File: src/design/msched_pkg.sv
// ----------------------------------------------------------------------------
// msched_pkg
// Shared codes for the multilevel ready-queue scheduler: event kinds, task
// status codes and register layout.
// ----------------------------------------------------------------------------
package msched_pkg;

  localparam int KIND_W = 3;
  localparam int STAT_W = 3;
  localparam int THR_W  = 16;
  localparam int TICK_W = 32;
  localparam int ADDR_W = 3;

  localparam logic [KIND_W-1:0] K_ADD    = 3'd0;
  localparam logic [KIND_W-1:0] K_REMOVE = 3'd1;
  localparam logic [KIND_W-1:0] K_SLEEP  = 3'd2;
  localparam logic [KIND_W-1:0] K_EXIT   = 3'd3;
  localparam logic [KIND_W-1:0] K_TICK   = 3'd4;

  localparam logic [STAT_W-1:0] ST_UNUSED   = 3'd0;
  localparam logic [STAT_W-1:0] ST_READY    = 3'd1;
  localparam logic [STAT_W-1:0] ST_RUNNING  = 3'd2;
  localparam logic [STAT_W-1:0] ST_SLEEPING = 3'd3;
  localparam logic [STAT_W-1:0] ST_EXITED   = 3'd4;

  localparam logic [ADDR_W-1:0] REG_AGING_THR = 3'd0;
  localparam logic [THR_W-1:0]  AGING_THR_RST = 16'd100;

endpackage

File: src/design/msched_regs.sv
// ----------------------------------------------------------------------------
// msched_regs
// APB register block holding the aging threshold.
// ----------------------------------------------------------------------------
module msched_regs
  import msched_pkg::*;
(
  input  logic              clk,
  input  logic              rst_n,
  input  logic              psel,
  input  logic              penable,
  input  logic              pwrite,
  input  logic [ADDR_W-1:0] paddr,
  input  logic [31:0]       pwdata,
  output logic [31:0]       prdata,
  output logic              pready,
  output logic [THR_W-1:0]  aging_thr
);

  logic [THR_W-1:0] thr_r;

  always_ff @(posedge clk) begin
    if (!rst_n) begin
      thr_r <= AGING_THR_RST;
    end else if (psel && penable && pwrite && paddr == REG_AGING_THR) begin
      thr_r <= pwdata[THR_W-1:0];
    end
  end

  assign pready    = 1'b1;
  assign prdata    = (paddr == REG_AGING_THR) ? {{(32-THR_W){1'b0}}, thr_r} : 32'd0;
  assign aging_thr = thr_r;

endmodule

File: src/design/multilevel_ready_queue_scheduler.sv
// ----------------------------------------------------------------------------
// multilevel_ready_queue_scheduler
// Task scheduler with one FIFO ready queue per priority level and aging.
// Add/remove/sleep/exit words are applied in the event state after accept;
// unknown kinds are dropped; a tick runs wakeup, aging, requeue of the running
// task and the pick: one slot per cycle through the shared compare unit for
// wakeup, then aging, then one level per cycle for the pick, which waits while
// an earlier result word is still unaccepted. One word is in work at a time.
// Synchronous active-low reset: all tasks unused, queues empty, tick zero.
// ----------------------------------------------------------------------------
module multilevel_ready_queue_scheduler
  import msched_pkg::*;
#(
  parameter int TASK_SLOTS      = 16,
  parameter int PRIORITY_LEVELS = 4
) (
  input  logic              clk,
  input  logic              rst_n,
  input  logic              in_valid,
  output logic              in_ready,
  input  logic [2:0]        in_kind,
  input  logic [3:0]        in_task_id,
  input  logic [7:0]        in_base_priority,
  input  logic [31:0]       in_wake_at,
  output logic              out_valid,
  input  logic              out_ready,
  output logic [3:0]        out_chosen_task,
  output logic              out_status,
  input  logic              psel,
  input  logic              penable,
  input  logic              pwrite,
  input  logic [ADDR_W-1:0] paddr,
  input  logic [31:0]       pwdata,
  output logic [31:0]       prdata,
  output logic              pready
);

  localparam int IW = (TASK_SLOTS > 1) ? $clog2(TASK_SLOTS) : 1;
  localparam int CW = $clog2(TASK_SLOTS + 1);
  localparam int LW = $clog2(PRIORITY_LEVELS);

  localparam logic [2:0] S_IDLE = 3'd0;
  localparam logic [2:0] S_EVT  = 3'd1;
  localparam logic [2:0] S_WAKE = 3'd2;
  localparam logic [2:0] S_AGE  = 3'd3;
  localparam logic [2:0] S_REQ  = 3'd4;
  localparam logic [2:0] S_PICK = 3'd5;

  logic [THR_W-1:0] aging_thr;

  msched_regs u_regs (
    .clk      (clk),
    .rst_n    (rst_n),
    .psel     (psel),
    .penable  (penable),
    .pwrite   (pwrite),
    .paddr    (paddr),
    .pwdata   (pwdata),
    .prdata   (prdata),
    .pready   (pready),
    .aging_thr(aging_thr)
  );

  // task table; queue order kept as a position within the level
  logic [STAT_W-1:0] status_r [TASK_SLOTS];
  logic [STAT_W-1:0] status_nxt [TASK_SLOTS];
  logic [LW-1:0]     base_r [TASK_SLOTS];
  logic [LW-1:0]     base_nxt [TASK_SLOTS];
  logic [LW-1:0]     eff_r [TASK_SLOTS];
  logic [LW-1:0]     eff_nxt [TASK_SLOTS];
  logic [TICK_W-1:0] since_r [TASK_SLOTS];
  logic [TICK_W-1:0] since_nxt [TASK_SLOTS];
  logic [TICK_W-1:0] wake_r [TASK_SLOTS];
  logic [TICK_W-1:0] wake_nxt [TASK_SLOTS];
  logic              linked_r [TASK_SLOTS];
  logic              linked_nxt [TASK_SLOTS];
  logic [IW-1:0]     pos_r [TASK_SLOTS];
  logic [IW-1:0]     pos_nxt [TASK_SLOTS];
  logic [CW-1:0]     cnt_r [PRIORITY_LEVELS];
  logic [CW-1:0]     cnt_nxt [PRIORITY_LEVELS];

  logic [2:0]        state_r, state_nxt;
  logic [IW-1:0]     idx_r, idx_nxt;
  logic [LW-1:0]     lvl_r, lvl_nxt;
  logic [TICK_W-1:0] tick_r, tick_nxt;
  logic [IW-1:0]     run_r, run_nxt;
  logic              run_vld_r, run_vld_nxt;
  logic              out_valid_r, out_valid_nxt;
  logic [3:0]        out_task_r, out_task_nxt;
  logic              out_stat_r, out_stat_nxt;

  logic [KIND_W-1:0] kind_r;
  logic [IW-1:0]     id_r;
  logic [7:0]        prio_r;
  logic [TICK_W-1:0] wake_at_r;

  logic              accept;
  logic [IW-1:0]     c;
  logic              do_unl, do_psh;
  logic [LW-1:0]     psh_lvl;
  logic [LW-1:0]     add_lvl;
  logic              head_found;
  logic [IW-1:0]     head_idx;

  assign in_ready = (state_r == S_IDLE);
  assign accept   = in_valid && in_ready;

  assign add_lvl = (prio_r >= 8'(PRIORITY_LEVELS)) ? LW'(PRIORITY_LEVELS - 1)
                                                   : prio_r[LW-1:0];

  // front of the current level: linked, on this level, position zero
  always_comb begin
    head_found = 1'b0;
    head_idx   = '0;
    for (int j = 0; j < TASK_SLOTS; j++) begin
      if (!head_found && linked_r[j] && eff_r[j] == lvl_r && pos_r[j] == '0) begin
        head_found = 1'b1;
        head_idx   = IW'(j);
      end
    end
  end

  always_comb begin
    status_nxt    = status_r;
    base_nxt      = base_r;
    eff_nxt       = eff_r;
    since_nxt     = since_r;
    wake_nxt      = wake_r;
    linked_nxt    = linked_r;
    pos_nxt       = pos_r;
    cnt_nxt       = cnt_r;
    state_nxt     = state_r;
    idx_nxt       = idx_r;
    lvl_nxt       = lvl_r;
    tick_nxt      = tick_r;
    run_nxt       = run_r;
    run_vld_nxt   = run_vld_r;
    out_valid_nxt = out_valid_r && !out_ready;
    out_task_nxt  = out_task_r;
    out_stat_nxt  = out_stat_r;
    c             = idx_r;
    do_unl        = 1'b0;
    do_psh        = 1'b0;
    psh_lvl       = '0;

    unique case (state_r)
      S_IDLE: begin
        if (accept) begin
          if (in_kind == K_TICK) begin
            tick_nxt  = tick_r + 32'd1;
            idx_nxt   = '0;
            state_nxt = S_WAKE;
          end else if (in_kind < K_TICK && 32'(in_task_id) < TASK_SLOTS) begin
            state_nxt = S_EVT;
          end
        end
      end
      S_EVT: begin
        c         = id_r;
        state_nxt = S_IDLE;
        unique case (kind_r)
          K_ADD: begin
            if (status_r[c] != ST_UNUSED && status_r[c] != ST_EXITED) begin
              do_unl        = 1'b1;
              do_psh        = 1'b1;
              psh_lvl       = add_lvl;
              status_nxt[c] = ST_READY;
              base_nxt[c]   = add_lvl;
              since_nxt[c]  = tick_r;
            end
          end
          K_REMOVE: begin
            do_unl = 1'b1;
          end
          K_SLEEP: begin
            do_unl        = 1'b1;
            wake_nxt[c]   = wake_at_r;
            status_nxt[c] = ST_SLEEPING;
          end
          default: begin
            do_unl        = 1'b1;
            status_nxt[c] = ST_EXITED;
          end
        endcase
      end
      S_WAKE: begin
        if (status_r[c] == ST_SLEEPING && tick_r >= wake_r[c]) begin
          do_unl        = 1'b1;
          do_psh        = 1'b1;
          psh_lvl       = base_r[c];
          status_nxt[c] = ST_READY;
          since_nxt[c]  = tick_r;
        end
        idx_nxt = idx_r + IW'(1);
        if (idx_r == IW'(TASK_SLOTS - 1)) begin
          idx_nxt   = '0;
          state_nxt = S_AGE;
        end
      end
      S_AGE: begin
        if (status_r[c] == ST_READY && eff_r[c] != '0 &&
            (tick_r - since_r[c]) >= 32'(aging_thr)) begin
          do_unl       = 1'b1;
          do_psh       = 1'b1;
          psh_lvl      = eff_r[c] - LW'(1);
          since_nxt[c] = tick_r;
        end
        idx_nxt = idx_r + IW'(1);
        if (idx_r == IW'(TASK_SLOTS - 1)) begin
          state_nxt = S_REQ;
        end
      end
      S_REQ: begin
        c = run_r;
        if (run_vld_r && status_r[c] == ST_RUNNING) begin
          do_unl        = 1'b1;
          do_psh        = 1'b1;
          psh_lvl       = base_r[c];
          status_nxt[c] = ST_READY;
          since_nxt[c]  = tick_r;
        end
        lvl_nxt   = '0;
        state_nxt = S_PICK;
      end
      S_PICK: begin
        c = head_idx;
        if (out_valid_r && !out_ready) begin
          // earlier result word still waiting at the output
          state_nxt = S_PICK;
        end else if (head_found) begin
          do_unl        = 1'b1;
          status_nxt[c] = ST_RUNNING;
          run_nxt       = c;
          run_vld_nxt   = 1'b1;
          out_valid_nxt = 1'b1;
          out_task_nxt  = 4'(c);
          out_stat_nxt  = 1'b0;
          state_nxt     = S_IDLE;
        end else if (lvl_r == LW'(PRIORITY_LEVELS - 1)) begin
          run_vld_nxt   = 1'b0;
          out_valid_nxt = 1'b1;
          out_task_nxt  = 4'd0;
          out_stat_nxt  = 1'b1;
          state_nxt     = S_IDLE;
        end else begin
          lvl_nxt = lvl_r + LW'(1);
        end
      end
      default: begin
        state_nxt = S_IDLE;
      end
    endcase

    // unlink closes the gap behind the task, push appends at the back
    if (do_unl && linked_r[c]) begin
      for (int j = 0; j < TASK_SLOTS; j++) begin
        if (linked_r[j] && eff_r[j] == eff_r[c] && pos_r[j] > pos_r[c]) begin
          pos_nxt[j] = pos_r[j] - IW'(1);
        end
      end
      cnt_nxt[eff_r[c]] = cnt_r[eff_r[c]] - CW'(1);
      linked_nxt[c]     = 1'b0;
    end
    if (do_psh) begin
      pos_nxt[c]       = IW'(cnt_nxt[psh_lvl]);
      cnt_nxt[psh_lvl] = cnt_nxt[psh_lvl] + CW'(1);
      linked_nxt[c]    = 1'b1;
      eff_nxt[c]       = psh_lvl;
    end
  end

  always_ff @(posedge clk) begin
    if (!rst_n) begin
      state_r     <= S_IDLE;
      idx_r       <= '0;
      lvl_r       <= '0;
      tick_r      <= '0;
      run_r       <= '0;
      run_vld_r   <= 1'b0;
      out_valid_r <= 1'b0;
      for (int j = 0; j < TASK_SLOTS; j++) begin
        status_r[j] <= ST_UNUSED;
        base_r[j]   <= '0;
        eff_r[j]    <= '0;
        linked_r[j] <= 1'b0;
      end
      for (int l = 0; l < PRIORITY_LEVELS; l++) begin
        cnt_r[l] <= '0;
      end
    end else begin
      state_r     <= state_nxt;
      idx_r       <= idx_nxt;
      lvl_r       <= lvl_nxt;
      tick_r      <= tick_nxt;
      run_r       <= run_nxt;
      run_vld_r   <= run_vld_nxt;
      out_valid_r <= out_valid_nxt;
      status_r    <= status_nxt;
      base_r      <= base_nxt;
      eff_r       <= eff_nxt;
      linked_r    <= linked_nxt;
      cnt_r       <= cnt_nxt;
    end
  end

  always_ff @(posedge clk) begin
    since_r    <= since_nxt;
    wake_r     <= wake_nxt;
    pos_r      <= pos_nxt;
    out_task_r <= out_task_nxt;
    out_stat_r <= out_stat_nxt;
    if (accept) begin
      kind_r    <= in_kind;
      id_r      <= IW'(in_task_id);
      prio_r    <= in_base_priority;
      wake_at_r <= in_wake_at;
    end
  end

  assign out_valid       = out_valid_r;
  assign out_chosen_task = out_task_r;
  assign out_status      = out_stat_r;

endmodule

File: config.mk
export PLATFORM = sky130hd
export DESIGN_NAME = multilevel_ready_queue_scheduler
export DESIGN_NICKNAME = d
export VERILOG_FILES = /design/src/design/msched_pkg.sv /design/src/design/msched_regs.sv /design/src/design/multilevel_ready_queue_scheduler.sv
export SDC_FILE = /design/constraint.sdc
export NUM_CORES = 2
export LEC_CHECK = 0
export BUFFER_PORTS_ARGS = -buffer_cell sky130_fd_sc_hd__clkbuf_2
export CAP_MARGIN = 40
export CORE_UTILIZATION = 45
export DETAILED_ROUTE_END_ITERATION = 7
export PLACE_DENSITY = 0.57
export SLEW_MARGIN = 20
export SYNTH_ARGS = -nofsm -noshare
export SYNTH_HDL_FRONTEND = slang
export SYNTH_SLANG_ARGS = --single-unit
File: constraint.sdc
create_clock -name clk -period 10.9 [get_ports clk]
set_clock_uncertainty 0.2 [all_clocks]
set_input_delay 1.09 -clock clk [delete_from_list [all_inputs] [get_ports clk]]
set_output_delay 1.09 -clock clk [all_outputs]
set_load 0.05 [all_outputs]
==> summary.md <==
| Metric | Value |
|---|---|
| Status | `complete, no violations` |
| P&R area growth vs syn | `12.7%` |
| CTS tree | `done` |
| Post_cts resized | `0` |
| Layout cells sized above 1 | `17.8%` |
| Clock tree root buffer cell | `clkbuf_16` |
| Initial antenna violation count | `4` |
| Sw Pwr | `3.11 mW` |
| Crit path capture type | `flop` |
| Post-synthesis cell area | `68,600 µm²` |
| Synthesized instance count | `5,326` |
| CP required | `11.36 ns` |
| Crit-path slowest cell | `dfxtp_4` |
| Register area share after synthesis | `55.0%` |
| Port buffer count | `95` |
| Post-CTS Setup Inserts | `0` |
| Die span in y | `392 µm` |
| Die area | `154,000 µm²` |
| Vias in the first global route | `47,100` |
| Commonest non-fill, non-tap cell in the layout | `edfxtp_1` |
| Register share of total power | `47.3%` |
| WL final | `220,000 µm` |
| Filler Cell Count | `12,900` |
| Design Area, Final | `77,300 µm²` |
| Post-DR wirelength/cell | `29.3 µm` |
| Critical path class | `reg2reg` |
| Fin Setup TNS | `0 ns` |
| Max-Cap Viols | `0` |
| Combinational Power Share | `10.1%` |
| Core ar. | `150,000 µm²` |
| Setup WS pre-CTS | `1.59 ns` |
| Nets | `5,628` |
| Clock slew seen by the registers of the worst setup and hold paths | `0.06 ns` |
| Leak | `26.0 nW` |
| Core Rows | `142` |
| Total gr overflow | `0` |
| Final WS setup | `1.32 ns` |
| Most frequent cell on the critical path | `nand4_1` |
| Final setup viols | `0` |
| Unrepaired setup endpoints after global routing | `false` |
| CTS Buf Count | `150` |
| Post-synth top area share | `47.1%` |
| Post-DP HPWL | `129,000 µm` |
| Most frequent cells in the layout | `edfxtp_1 (1,076), a22o_1 (522), nand2_1 (402), mux4_2 (359), nor2_1 (318)` |
| Clock tree buffer depth | `3` |
| Crit path time final | `9.58 ns` |
| Yosys reg bits | `1,347` |
| Arrival @ worst endpoint | `10.04 ns` |
| GPL Wtd Cong | `0.941` |
| Clock sinks | `1,347` |
| Final Hold Vio Count | `0` |
| Initial Utilization | `45.6%` |
| Avg Synthesized Cell Area | `12.9 µm²` |
| Worst-Skew Late Latency | `0.81 ns` |
| Vias | `48,500` |
| Crit path largest cell delay | `0.82 ns` |
| Chip Width | `392 µm` |
| Hold buffers post-CTS | `0` |
| 1st-pass router iterations | `6` |
| H-tree depth | `4` |
| Pwr Density | `157 nW/µm²` |
| GR Util All Layers | `28.4%` |
| ANT cells | `0` |
| Post-synth EDFFs | `1,076` |
| Area after DPL | `72,200 µm²` |
| Worst-path fanout max | `39` |
| Highest clock rate | `104 MHz` |
| Min-Delay Path Class | `in2reg` |
| Vias per inst | `6.47` |
| Top FF cell, synth | `edfxtp_1` |
| # DRC | `0` |
| Clk pwr share | `42.6%` |
| Routed Antenna Nets | `0` |
| Largest net degree at the start of global routing | `104` |
| Worst IR Drop VDD | `0.168 mV` |
| Synth async-reset ratio | `0%` |
| First-pass GRT wire length | `322,000 µm` |
| Library cells used by synthesis | `101` |
| Worst Tran Pin Value | `0.965 ns` |
| Switching part of the total | `25.6%` |
| Synth warn | `0` |
| Int Power | `9.03 mW` |
| Max-slew violations | `0` |
| Area leader, netlist | `edfxtp_1` |
| Crit share post-route | `87.9%` |
| DRT iter0 DRCs | `5,585` |
| I/O pin count | `129` |
| Slew HR | `34.8%` |
| Crit start category | `flop` |
| Synth top area cells | `edfxtp_1 (47%), mux4_2 (12%), dfxtp_1 (7.9%), a22o_1 (6.7%), ha_1 (3.4%)` |
==> per-layer routing <==
layer / vias to the layer above / routed length, µm / global-route usage, %
li1: 20900 / - / -
met1: 24700 / 93000 / 40.0
met2: 2494 / 100000 / 44.0
met3: 427 / 19800 / 5.95
met4: 2 / 6540 / 8.79
met5: - / 13 / 0
==> metrics by stage <==
stage / power (mW) / cells / utilization, % / hold slack (ns)
2_1_floorplan: 6.61 / 5341 / - / 0.245
3_3_place_gp: 6.99 / 7181 / 47.7 / 0.259
3_5_place_dp: 7.04 / 7208 / 48.0 / 0.267
4_1_cts: 12.2 / 7482 / 51.3 / 0.208
5_1_grt: 12.5 / 7490 / 51.3 / 0.223
6_report: 12.1 / 7490 / 51.3 / 0.260
==> power by group through the flow <==
stage | Clock [mW] | Combinational, mW | Sequential [mW]
2_1_floorplan | 0 | 0.801 | 5.81
4_1_cts | 5.25 | 1.20 | 5.74
5_1_grt | 5.44 | 1.32 | 5.75
3_3_place_gp | 0 | 1.15 | 5.85
6_report | 5.17 | 1.22 | 5.75
3_5_place_dp | 0 | 1.19 | 5.85
==> cell usage after synthesis (13+ instances only) <==
library cell / n
a211oi_1: 39
a21o_1: 18
a21oi_1: 264
a22o_1: 522
a22oi_1: 20
a31oi_1: 27
and2_1: 34
and3_1: 35
buf_1: 81
buf_2: 13
buf_4: 23
clkbuf_1: 298
dfxtp_1: 271
edfxtp_1: 1076
ha_1: 186
inv_1: 169
mux2i_1: 96
mux4_2: 359
nand2_1: 402
nand2b_1: 18
nand3_1: 86
nand4_1: 48
nor2_1: 336
nor2b_1: 31
nor3_1: 125
o2111ai_1: 23
o211ai_1: 34
o21a_1: 39
o21ai_0: 197
o221ai_1: 27
o22ai_1: 21
or3_1: 24
xnor2_1: 90
xor2_1: 65
==> flip-flops by register name, indices dropped and copies added, names as in the netlist, 2 cells and up, named ones only <==
register	flops
base_r	32
cnt_r	16
eff_r	32
id_r	4
idx_r	4
kind_r	3
lvl_r	2
out_chosen_task	4
pos_r	64
prio_r	8
run_r	4
since_r	512
state_r	3
status_r	48
tick_r	32
u_regs.aging_thr	16
wake_at_r	32
wake_r	512
==> critical path: cells and delay by family, from the launching register on <==
kind	cells	cell delay, ns
adder cells (fa/ha/maj)	3	0.76
flip-flops	1	0.82
XOR/XNOR	2	0.44
AND/OR/NAND/NOR	10	2.42
buffers and inverters	4	0.92
AO/OA/AOI/OAI	12	2.95
multiplexers	2	0.85
==> worst paths after layout <==
kind | start | endpoint | slack, ns | cells after the start
worst min-delay path | in_task_id[3] | id_r[3]$_DFFE_PP_ | 0.26 | 1
worst max-delay path | idx_r[1]$_SDFFE_PN0P_ | cnt_r[2]$_SDFF_PN0_ | 1.32 | 33
worst max register to register | idx_r[1]$_SDFFE_PN0P_ | cnt_r[2]$_SDFF_PN0_ | 1.32 | 33
worst min register to register | u_regs.aging_thr[0]$_SDFFE_PN0P_ | u_regs.aging_thr[0]$_SDFFE_PN0P_ | 0.27 | 2
==> cells by family after synthesis <==
kind of cell             after synthesis  share of synthesized area (%)
AO/OA/AOI/OAI                       1353                           14.4
other                                  2                         0.0109
flip-flops                          1347                           55.0
buffers and inverters                591                           3.44
multiplexers                         462                           13.3
XOR/XNOR                             155                           1.98
AND/OR/NAND/NOR                     1229                           8.47
adder cells (fa/ha/maj)              187                           3.42
==> final cells by class <==
type | count | area [µm²] | area share (%)
inverter | 171 | 647 | 0.837
multi-input combinational | 3403 | 29200 | 37.8
sequential | 1347 | 37800 | 48.9
clock buffer | 196 | 4060 | 5.25
tap | 2016 | 2520 | 3.26
clock inverter | 78 | 940 | 1.22
timing repair buffer | 279 | 2150 | 2.78
Note: power is estimated with default switching activity, not from simulation.
